## config.mk

```make
export PLATFORM = sky130hd
export DESIGN_NAME = battery_bus_protection_supervisor
export DESIGN_NICKNAME = d
export VERILOG_FILES = /design/src/design/bbps_pkg.sv /design/src/design/bbps_lane.sv /design/src/design/bbps_merge.sv /design/src/design/battery_bus_protection_supervisor.sv
export SDC_FILE = /design/constraint.sdc
export NUM_CORES = 1
export LEC_CHECK = 0
export ABC_AREA = 0
export BUFFER_PORTS_ARGS = -buffer_cell sky130_fd_sc_hd__buf_2
export CAP_MARGIN = 25
export CORE_UTILIZATION = 45
export DETAILED_ROUTE_END_ITERATION = 16
export GPL_ROUTABILITY_DRIVEN = 0
export PLACE_DENSITY = 0.65
export SYNTH_ARGS = -nofsm -noshare
export SYNTH_HDL_FRONTEND = slang
export SYNTH_HIERARCHICAL = 1
export SYNTH_SLANG_ARGS = --single-unit
export TNS_END_PERCENT = 30
```

## constraint.sdc

```tcl
create_clock -name clk -period 9.06 [get_ports clk]
set_clock_uncertainty 0.15 [all_clocks]
set_input_delay 0.453 -clock clk [delete_from_list [all_inputs] [get_ports clk]]
set_output_delay 0.453 -clock clk [all_outputs]
set_load 0.02 [all_outputs]
```

## src/design/bbps_pkg.sv

```systemverilog
// types and constants of the battery bus protection supervisor
// no dependencies
`timescale 1ns / 1ps

package bbps_pkg;

	localparam int CellMax = 6;
	localparam int CodeW   = 10;
	localparam int SumW    = 13;
	localparam int TimeW   = 32;
	localparam int HoldW   = 16;
	localparam int BusW    = 6;
	localparam int CfgW    = 16;
	localparam int AdcMax  = 1023;

	localparam logic [BusW-1:0] BusAll     = 6'h3F;
	localparam logic [BusW-1:0] BusEstop   = 6'h07;
	localparam logic [BusW-1:0] BusAux     = 6'h04;
	localparam logic [BusW-1:0] BusNetwork = 6'h08;

	localparam logic [CodeW-1:0] CellLowReset  = 10'd682;
	localparam logic [CodeW-1:0] CellCritReset = 10'd658;
	localparam logic [SumW-1:0]  PackLowReset  = 13'd4385;
	localparam logic [CodeW-1:0] PackOverReset = 10'd701;
	localparam logic [CodeW-1:0] AuxOverReset  = 10'd713;
	localparam logic [HoldW-1:0] OcHoldReset   = 16'd5;
	localparam logic [HoldW-1:0] UvHoldReset   = 16'd1000;

	typedef enum logic [2:0] {
		CmdEstop    = 3'd0,
		CmdReboot   = 3'd1,
		CmdShutdown = 3'd2,
		CmdEnable   = 3'd3,
		CmdDisable  = 3'd4,
		CmdSet      = 3'd5
	} cmd_t;

	typedef enum logic [2:0] {
		RegCellLow  = 3'd0,
		RegCellCrit = 3'd1,
		RegPackLow  = 3'd2,
		RegPackOver = 3'd3,
		RegAuxOver  = 3'd4,
		RegOcHold   = 3'd5,
		RegUvHold   = 3'd6
	} reg_idx_t;

	typedef enum logic {
		ReqMeasure = 1'b0,
		ReqCommand = 1'b1
	} req_t;

	typedef struct packed {
		logic [CodeW-1:0] cell_low_code;
		logic [CodeW-1:0] cell_critical_code;
		logic [SumW-1:0]  pack_low_sum;
		logic [CodeW-1:0] pack_over_code;
		logic [CodeW-1:0] aux_over_code;
		logic [HoldW-1:0] overcurrent_hold_ms;
		logic [HoldW-1:0] undervolt_holdoff_ms;
	} cfg_t;

	typedef struct packed {
		logic             low;
		logic             crit;
		logic [CodeW-1:0] code;
	} lane_res_t;

	// everything the merge stage needs from one word
	typedef struct packed {
		req_t                            req_type;
		logic [TimeW-1:0]                time_ms;
		logic [CellMax-1:0]              low;
		logic [CellMax-1:0]              crit;
		logic [CellMax-1:0][CodeW-1:0]   codes;
		logic                            pack_ge;
		logic                            aux_ge;
		logic [2:0]                      command_code;
		logic [BusW-1:0]                 bus_mask;
	} s1_t;

	typedef struct packed {
		logic [BusW-1:0]  bus;
		logic [TimeW-1:0] last_uv;
		logic [TimeW-1:0] pack_ok;
		logic [TimeW-1:0] aux_ok;
	} state_t;

	typedef struct packed {
		logic uv_hit;
		logic pack_ok_upd;
		logic aux_ok_upd;
	} upd_t;

	typedef struct packed {
		logic [BusW-1:0]    bus_enables;
		logic [CellMax-1:0] undervolt_cells;
		logic [CellMax-1:0] critical_cells;
		logic               pack_low;
		logic               pack_overcurrent;
		logic               aux_overcurrent;
	} res_t;

	function automatic logic [CodeW-1:0] clamp_code(input logic [CodeW-1:0] raw);
		logic [11:0] wide;
		wide = {2'b00, raw};
		if (wide > 12'(AdcMax))
			return CodeW'(AdcMax);
		return raw;
	endfunction

endpackage

```

## src/design/bbps_lane.sv

```systemverilog
// one cell lane: clamps the cell code and compares it with both cell limits
// depends on bbps_pkg
`timescale 1ns / 1ps

module bbps_lane import bbps_pkg::*; (
	input  logic [CodeW-1:0] cell_code,
	input  logic [CodeW-1:0] low_code,
	input  logic [CodeW-1:0] crit_code,
	output lane_res_t        res
);

	logic [CodeW-1:0] code_c;

	always_comb begin
		code_c   = clamp_code(cell_code);
		res.code = code_c;
		res.low  = (code_c < low_code);
		res.crit = (code_c < crit_code);
	end

endmodule

```

## src/design/bbps_merge.sv

```systemverilog
// merge stage: picks the undervoltage cell, sums the pack, times overcurrent
// and works out the next bus state; depends on bbps_pkg
`timescale 1ns / 1ps

module bbps_merge import bbps_pkg::*; (
	input  s1_t    item,
	input  state_t st,
	input  cfg_t   cfg,
	output res_t   res,
	output upd_t   upd
);

	logic [TimeW-1:0]   uv_age;
	logic [TimeW-1:0]   pack_age;
	logic [TimeW-1:0]   aux_age;
	logic               holdoff_ok;
	logic [CellMax-1:0] low_q;
	logic [CellMax-1:0] uv_cells;
	logic [CellMax-1:0] crit_cells;
	logic [SumW-1:0]    sum;
	logic               pack_low;
	logic               pack_oc;
	logic               aux_oc;
	logic [BusW-1:0]    bus;

	always_comb begin
		uv_age     = item.time_ms - st.last_uv;
		pack_age   = item.time_ms - st.pack_ok;
		aux_age    = item.time_ms - st.aux_ok;
		holdoff_ok = (uv_age > {16'd0, cfg.undervolt_holdoff_ms});

		// only the lowest low cell can raise undervoltage
		low_q      = holdoff_ok ? item.low : '0;
		uv_cells   = low_q & (~low_q + CellMax'(1));
		crit_cells = item.crit & ~uv_cells;

		sum = '0;
		for (int i = 0; i < CellMax; i++)
			sum = sum + SumW'(item.codes[i]);
		pack_low = (sum < cfg.pack_low_sum);

		pack_oc = item.pack_ge && (pack_age >= {16'd0, cfg.overcurrent_hold_ms});
		aux_oc  = item.aux_ge && (aux_age >= {16'd0, cfg.overcurrent_hold_ms});

		bus = st.bus;
		upd = '0;
		if (item.req_type == ReqMeasure) begin
			if (uv_cells != '0)
				bus = bus & ~BusEstop;
			if ((crit_cells != '0) || pack_low)
				bus = '0;
			if (pack_oc)
				bus = bus & ~BusEstop;
			if (aux_oc)
				bus = bus & ~BusAux;
			upd.uv_hit      = (uv_cells != '0);
			upd.pack_ok_upd = !item.pack_ge;
			upd.aux_ok_upd  = !item.aux_ge;
		end else begin
			case (cmd_t'(item.command_code))
				CmdEstop:    bus = bus & ~BusEstop;
				CmdReboot:   bus = BusAll;
				CmdShutdown: bus = '0;
				CmdEnable:   bus = bus | item.bus_mask;
				CmdDisable:  bus = bus & ~(item.bus_mask & ~BusNetwork);
				CmdSet:      bus = item.bus_mask | BusNetwork;
				default:     bus = bus;
			endcase
		end

		res.bus_enables = bus;
		if (item.req_type == ReqMeasure) begin
			res.undervolt_cells  = uv_cells;
			res.critical_cells   = crit_cells;
			res.pack_low         = pack_low;
			res.pack_overcurrent = pack_oc;
			res.aux_overcurrent  = aux_oc;
		end else begin
			res.undervolt_cells  = '0;
			res.critical_cells   = '0;
			res.pack_low         = 1'b0;
			res.pack_overcurrent = 1'b0;
			res.aux_overcurrent  = 1'b0;
		end
	end

endmodule

```

## src/design/battery_bus_protection_supervisor.sv

```systemverilog
// flow: an accepted word is held in the lane register, and its result word in the output register
// throughput: one word per cycle while the result words are taken, set by the lane register and the merge stage
// that updates the bus and timer state once per word
// reset: all six buses on, all time marks zero, limits at their default codes,
// no word in flight
`timescale 1ns / 1ps

module battery_bus_protection_supervisor import bbps_pkg::*; #(
	parameter int CELL_COUNT = 6
) (
	input  logic         clk,
	input  logic         arst_n,
	input  logic         s_axis_tvalid,
	output logic         s_axis_tready,
	// time_ms[31:0], cell0..cell5_code[91:32], pack_current_code[101:92],
	// aux_current_code[111:102], command_code[114:112], bus_mask[120:115]
	input  logic [127:0] s_axis_tdata,
	// req_type
	input  logic         s_axis_tuser,
	output logic         m_axis_tvalid,
	input  logic         m_axis_tready,
	// bus_enables[5:0], undervolt_cells[11:6], critical_cells[17:12],
	// pack_low[18], pack_overcurrent[19], aux_overcurrent[20]
	output logic [23:0]  m_axis_tdata,
	input  logic         cfg_we,
	input  logic [2:0]   cfg_index,
	input  logic [15:0]  cfg_data
);

	cfg_t      cfg_q;
	state_t    st_q;
	s1_t       item_s1;
	logic      valid_s1;
	res_t      out_q;
	logic      out_valid_q;
	s1_t       item_c;
	lane_res_t lane [CellMax];
	res_t      res_c;
	upd_t      upd_c;
	logic      out_free;
	logic      s1_fire;
	logic      in_fire;

	// configuration registers
	always_ff @(posedge clk or negedge arst_n) begin
		if (!arst_n) begin
			cfg_q.cell_low_code        <= CellLowReset;
			cfg_q.cell_critical_code   <= CellCritReset;
			cfg_q.pack_low_sum         <= PackLowReset;
			cfg_q.pack_over_code       <= PackOverReset;
			cfg_q.aux_over_code        <= AuxOverReset;
			cfg_q.overcurrent_hold_ms  <= OcHoldReset;
			cfg_q.undervolt_holdoff_ms <= UvHoldReset;
		end else if (cfg_we) begin
			case (reg_idx_t'(cfg_index))
				RegCellLow:  cfg_q.cell_low_code        <= cfg_data[CodeW-1:0];
				RegCellCrit: cfg_q.cell_critical_code   <= cfg_data[CodeW-1:0];
				RegPackLow:  cfg_q.pack_low_sum         <= cfg_data[SumW-1:0];
				RegPackOver: cfg_q.pack_over_code       <= cfg_data[CodeW-1:0];
				RegAuxOver:  cfg_q.aux_over_code        <= cfg_data[CodeW-1:0];
				RegOcHold:   cfg_q.overcurrent_hold_ms  <= cfg_data;
				RegUvHold:   cfg_q.undervolt_holdoff_ms <= cfg_data;
				default:     ;
			endcase
		end
	end

	// cell lanes; cells past CELL_COUNT count as zero and raise nothing
	for (genvar g = 0; g < CellMax; g++) begin : g_lane
		if (g < CELL_COUNT) begin : g_on
			bbps_lane u_lane (
				.cell_code(s_axis_tdata[32 + g*CodeW +: CodeW]),
				.low_code (cfg_q.cell_low_code),
				.crit_code(cfg_q.cell_critical_code),
				.res      (lane[g])
			);
		end else begin : g_off
			assign lane[g] = '0;
		end
	end

	always_comb begin
		item_c.req_type     = req_t'(s_axis_tuser);
		item_c.time_ms      = s_axis_tdata[31:0];
		for (int i = 0; i < CellMax; i++) begin
			item_c.low[i]   = lane[i].low;
			item_c.crit[i]  = lane[i].crit;
			item_c.codes[i] = lane[i].code;
		end
		item_c.pack_ge      = clamp_code(s_axis_tdata[101:92]) >= cfg_q.pack_over_code;
		item_c.aux_ge       = clamp_code(s_axis_tdata[111:102]) >= cfg_q.aux_over_code;
		item_c.command_code = s_axis_tdata[114:112];
		item_c.bus_mask     = s_axis_tdata[120:115];
	end

	assign out_free      = !out_valid_q || m_axis_tready;
	assign s1_fire       = valid_s1 && out_free;
	assign s_axis_tready = !valid_s1 || out_free;
	assign in_fire       = s_axis_tvalid && s_axis_tready;

	always_ff @(posedge clk or negedge arst_n) begin
		if (!arst_n)
			valid_s1 <= 1'b0;
		else if (s_axis_tready)
			valid_s1 <= s_axis_tvalid;
	end

	always_ff @(posedge clk) begin
		if (in_fire)
			item_s1 <= item_c;
	end

	bbps_merge u_merge (
		.item(item_s1),
		.st  (st_q),
		.cfg (cfg_q),
		.res (res_c),
		.upd (upd_c)
	);

	// bus and timer state move once per word leaving the lane register
	always_ff @(posedge clk or negedge arst_n) begin
		if (!arst_n) begin
			st_q.bus     <= BusAll;
			st_q.last_uv <= '0;
			st_q.pack_ok <= '0;
			st_q.aux_ok  <= '0;
		end else if (s1_fire) begin
			st_q.bus <= res_c.bus_enables;
			if (upd_c.uv_hit)
				st_q.last_uv <= item_s1.time_ms;
			if (upd_c.pack_ok_upd)
				st_q.pack_ok <= item_s1.time_ms;
			if (upd_c.aux_ok_upd)
				st_q.aux_ok <= item_s1.time_ms;
		end
	end

	always_ff @(posedge clk or negedge arst_n) begin
		if (!arst_n)
			out_valid_q <= 1'b0;
		else if (out_free)
			out_valid_q <= valid_s1;
	end

	always_ff @(posedge clk) begin
		if (s1_fire)
			out_q <= res_c;
	end

	assign m_axis_tvalid = out_valid_q;
	assign m_axis_tdata  = {3'b000, out_q.aux_overcurrent, out_q.pack_overcurrent,
		out_q.pack_low, out_q.critical_cells, out_q.undervolt_cells, out_q.bus_enables};

endmodule

```

==> metrics.md <==
| Metric | Value |
|---|---|
| #FFs+latches synth | roughly 330 |
| Largest net degree at the start of global routing | 73 |
| Die Y-Extent | 232 um |
| Drt pass-1 iters | 7 |
| R2R Setup Slk | 2.98 ns |
| Worst r2r path cells | 23 |
| Post-DR vias/cell | 5.62 |
| Root Driver | clkbuf_16 |
| Mux cell area share after synthesis | under 10% |
| Longest Clk Path Bufs | 3 |
| Fin. Hold Viols | 0 |
| Die area | 53700 sq um |
| Reg2reg end | st_q[73] |
| Crit share post-route | 67.1% |
| Final core occ | 52.6% |
| Initial Utilization | 45.9% |
| Crit path arrival time | 6.38 ns |
| Clock Latency Late Sink | 0.57 ns |
| Post-CTS Resized | 0 |
| Minimum clock period | 6.08 ns |
| Pwr per Cell Area | 257 nW/um^2 |
| CP endpoint kind | flop |
| CTS tree | yes |
| IO Count | 179 |
| Hold/Removal Path Class | input port to flop |
| Worst-Margin Slew | just over 0.9 ns |
| Cell Area, Synth | 23700 sq um |
| Routed WL | 61.0 mm |
| H-tree levels | 2 |
| Min Hold Slack | approximately 0.036 ns |
| Post-CTS Setup Bufs | 0 |
| Outcome | completed |
| Synth Area in Compound Gates | 14.7% |
| WP data required | 9.36 ns |
| Hold path cells | 2 |
| First-pass GRT wire length | 96.8 mm |
| Main combinational cell family by area after synthesis | adder cells |
| Max-Cap Viols | 0 |
| Unrepaired setup endpoints after global routing | no |
| Num CTS Buffers | 40 |
| # setup viols final | 0 |
| Total vias in the final route | around 18000 |
| R2R Path Start | item_s1[84] |
| Syn avg cell area | 10.4 sq um |
| Core Footprint | 51700 sq um |
| Share of post-route cells with drive strength above 1 | 19.8% |
| Initial antenna violation count | 0 |
| Routed len/inst | ~19 um |
| Sink Count | 326 |
| Syn Inst Count | 2289 |
| Post-Synth Adder-Cell Area | 19.0% |
| Commonest non-fill, non-tap cell in the layout | inv_1 |
| TNS Setup | 0 ns |
| Remaining Overflow, GRT | 0 |
| Yosys cell types | 96 |
| Post-synth EDFFs | 137 |
| Critical path type | flop to flop |
| Xor and xnor area share after synthesis | 2.29% |
| First DRT Iteration DRCs | 1237 |
| Crit path launch type | flop |
| Hold Path End | cfg_q[30] |
| Row Count | 83 |
| Remaining antenna violation count | 0 |
| Via count of the first global-routing pass | roughly 18000 |
| DP Wirelength | 45.5 mm |
| Synth Area in Simple Gates | 9.88% |
| Fmax | 164 MHz |
| Pleak | 0.0124 uW |
| Hold_sp | cfg_data[14] |
| Slew headroom | between 30% and 40% |
| Number of synthesis warnings | 6 |
| IO Port Bufs | 168 |
| Max-slew violations | 0 |
| Ys flop type | dfrtp_1 |
| CP max FO | 32 |
| Most frequent cells in the layout | inv_1 (305), ha_1 (291), mux2_2 (177) |
| Area Growth Syn to Fin | 14.5% |
| Die Wd | ~230 um |
| Peak VDD IR | ~0.12 mV |
| Clk slew on worst S/H paths | ~0.060 ns |
| Async set-reset flop share out of synthesis | 58.0% |
| Post-synthesis sequential area ratio | 37.4% |
| # nets final | around 3000 |
| Overall global routing resource usage | a little under a quarter |
| Drc violations | 0 |
## kinds of logic after synthesis
family,Yosys count
AO/OA/AOI/OAI,522
AND/OR/NAND/NOR,446
buffers and inverters,408
adder cells (fa/ha/maj),334
flip-flops,326
multiplexers,190
XOR/XNOR,62
other,1
## synth_stat cells (7+ instances only)
library cell,number,area share [%]
edfxtp_1,137,17
nand3_1,31,0.65
buf_2,9,0.19
a31oi_1,11,0.29
o21ai_0,85,1.8
nor2b_1,19,0.50
a21o_1,41,1.3
nor3b_1,12,0.38
o21a_1,36,1.1
a211oi_2,13,0.68
a41oi_1,16,0.59
inv_1,305,4.8
a21oi_1,167,3.5
nor3_1,36,0.76
mux2_2,177,8.4
nor4_1,9,0.24
dfstp_2,39,4.3
nand4_1,28,0.74
o2bb2ai_1,8,0.30
fa_1,43,3.6
o22ai_1,13,0.34
mux2i_1,7,0.30
o21bai_1,18,0.57
dfrtp_1,150,16
ha_1,291,15
clkbuf_1,17,0.27
and2_1,7,0.18
nand2b_1,33,0.87
a21boi_0,7,0.22
xor2_1,25,0.92
a211oi_1,17,0.54
nor2_1,98,1.5
xnor2_1,37,1.4
a211o_1,9,0.33
buf_4,75,2.4
nand2_1,119,1.9
o211ai_1,15,0.47
## per-layer routing
metal	up-vias	track usage, %	share of wire (%)
li1	8586	-	-
met1	8824	28.4	42
met2	522	40.0	49
met3	152	3.00	4.6
met4	0	9.97	4.0
met5	-	0	0
## metrics by stage
stage | power, uW | cells | setup WS (ns) | cell area [sq um]
2_1_floorplan | 4500 | 2291 | 3.98 | 23800
3_3_place_gp | 5160 | 3041 | 3.21 | 24800
3_5_place_dp | 5290 | 3041 | 3.08 | 24800
4_1_cts | 7000 | 3218 | 3.01 | 27200
5_1_grt | 7530 | 3219 | 2.61 | 27200
6_report | 6990 | 3220 | 2.98 | 27200
## flip-flops by register name, summed over array words and instances (netlist names)
signal         flops
cfg_q             85
item_s1          116
m_axis_tdata      21
m_axis_tvalid      1
st_q             102
valid_s1           1
## timing repair
item                                   4_1_cts  5_1_grt
setup endpoints to repair                    0        0
hold buffers                               104        0
endpoints found under the hold margin      150        0
## worst max path at each step
stage,endpoint,from,cells after the start
after floorplan,st_q[96],item_s1[13],20
after global placement,st_q[65],item_s1[84],23
after detailed placement,st_q[65],item_s1[84],23
after CTS,st_q[80],item_s1[84],23
after global routing,st_q[79],item_s1[84],23
final,st_q[73],item_s1[84],23
## report_power, final
part,internal (uW),switching [uW],total [uW]
combinational,1470,1810,3280
clock,976,659,1630
sequential,1860,209,2070
## final cells by class
type,count,area (sq um)
inverter,305,1140
fill,4570,24500
clock inverter,20,226
sequential,326,8890
tap,680,851
clock buffer,53,1100
multi-input combinational,1557,13000
timing repair buffer,278,1960
antenna,1,2.50
## critical path: stages, from the launching register on
cell and delay (ns):
edfxtp_1 0.57, ha_1 0.36, nor2b_1 0.14, o31a_1 0.28, o21ai_0 0.16, nand2b_1 0.11
a21o_1 0.19, a21o_1 0.19, a21o_1 0.18, a21oi_1 0.18, xnor2_1 0.16, ha_1 0.26
and3_1 0.21, nand4_1 0.13, a21oi_1 0.06, a211o_1 0.27, nand3_1 0.12, nand4b_1 0.12
nor4_2 0.49, nand3_2 0.20, nand2b_1 0.28, nor2_1 0.11, nand2_2 0.59, mux2_2 0.41
Power figures use the tool's default switching activity.
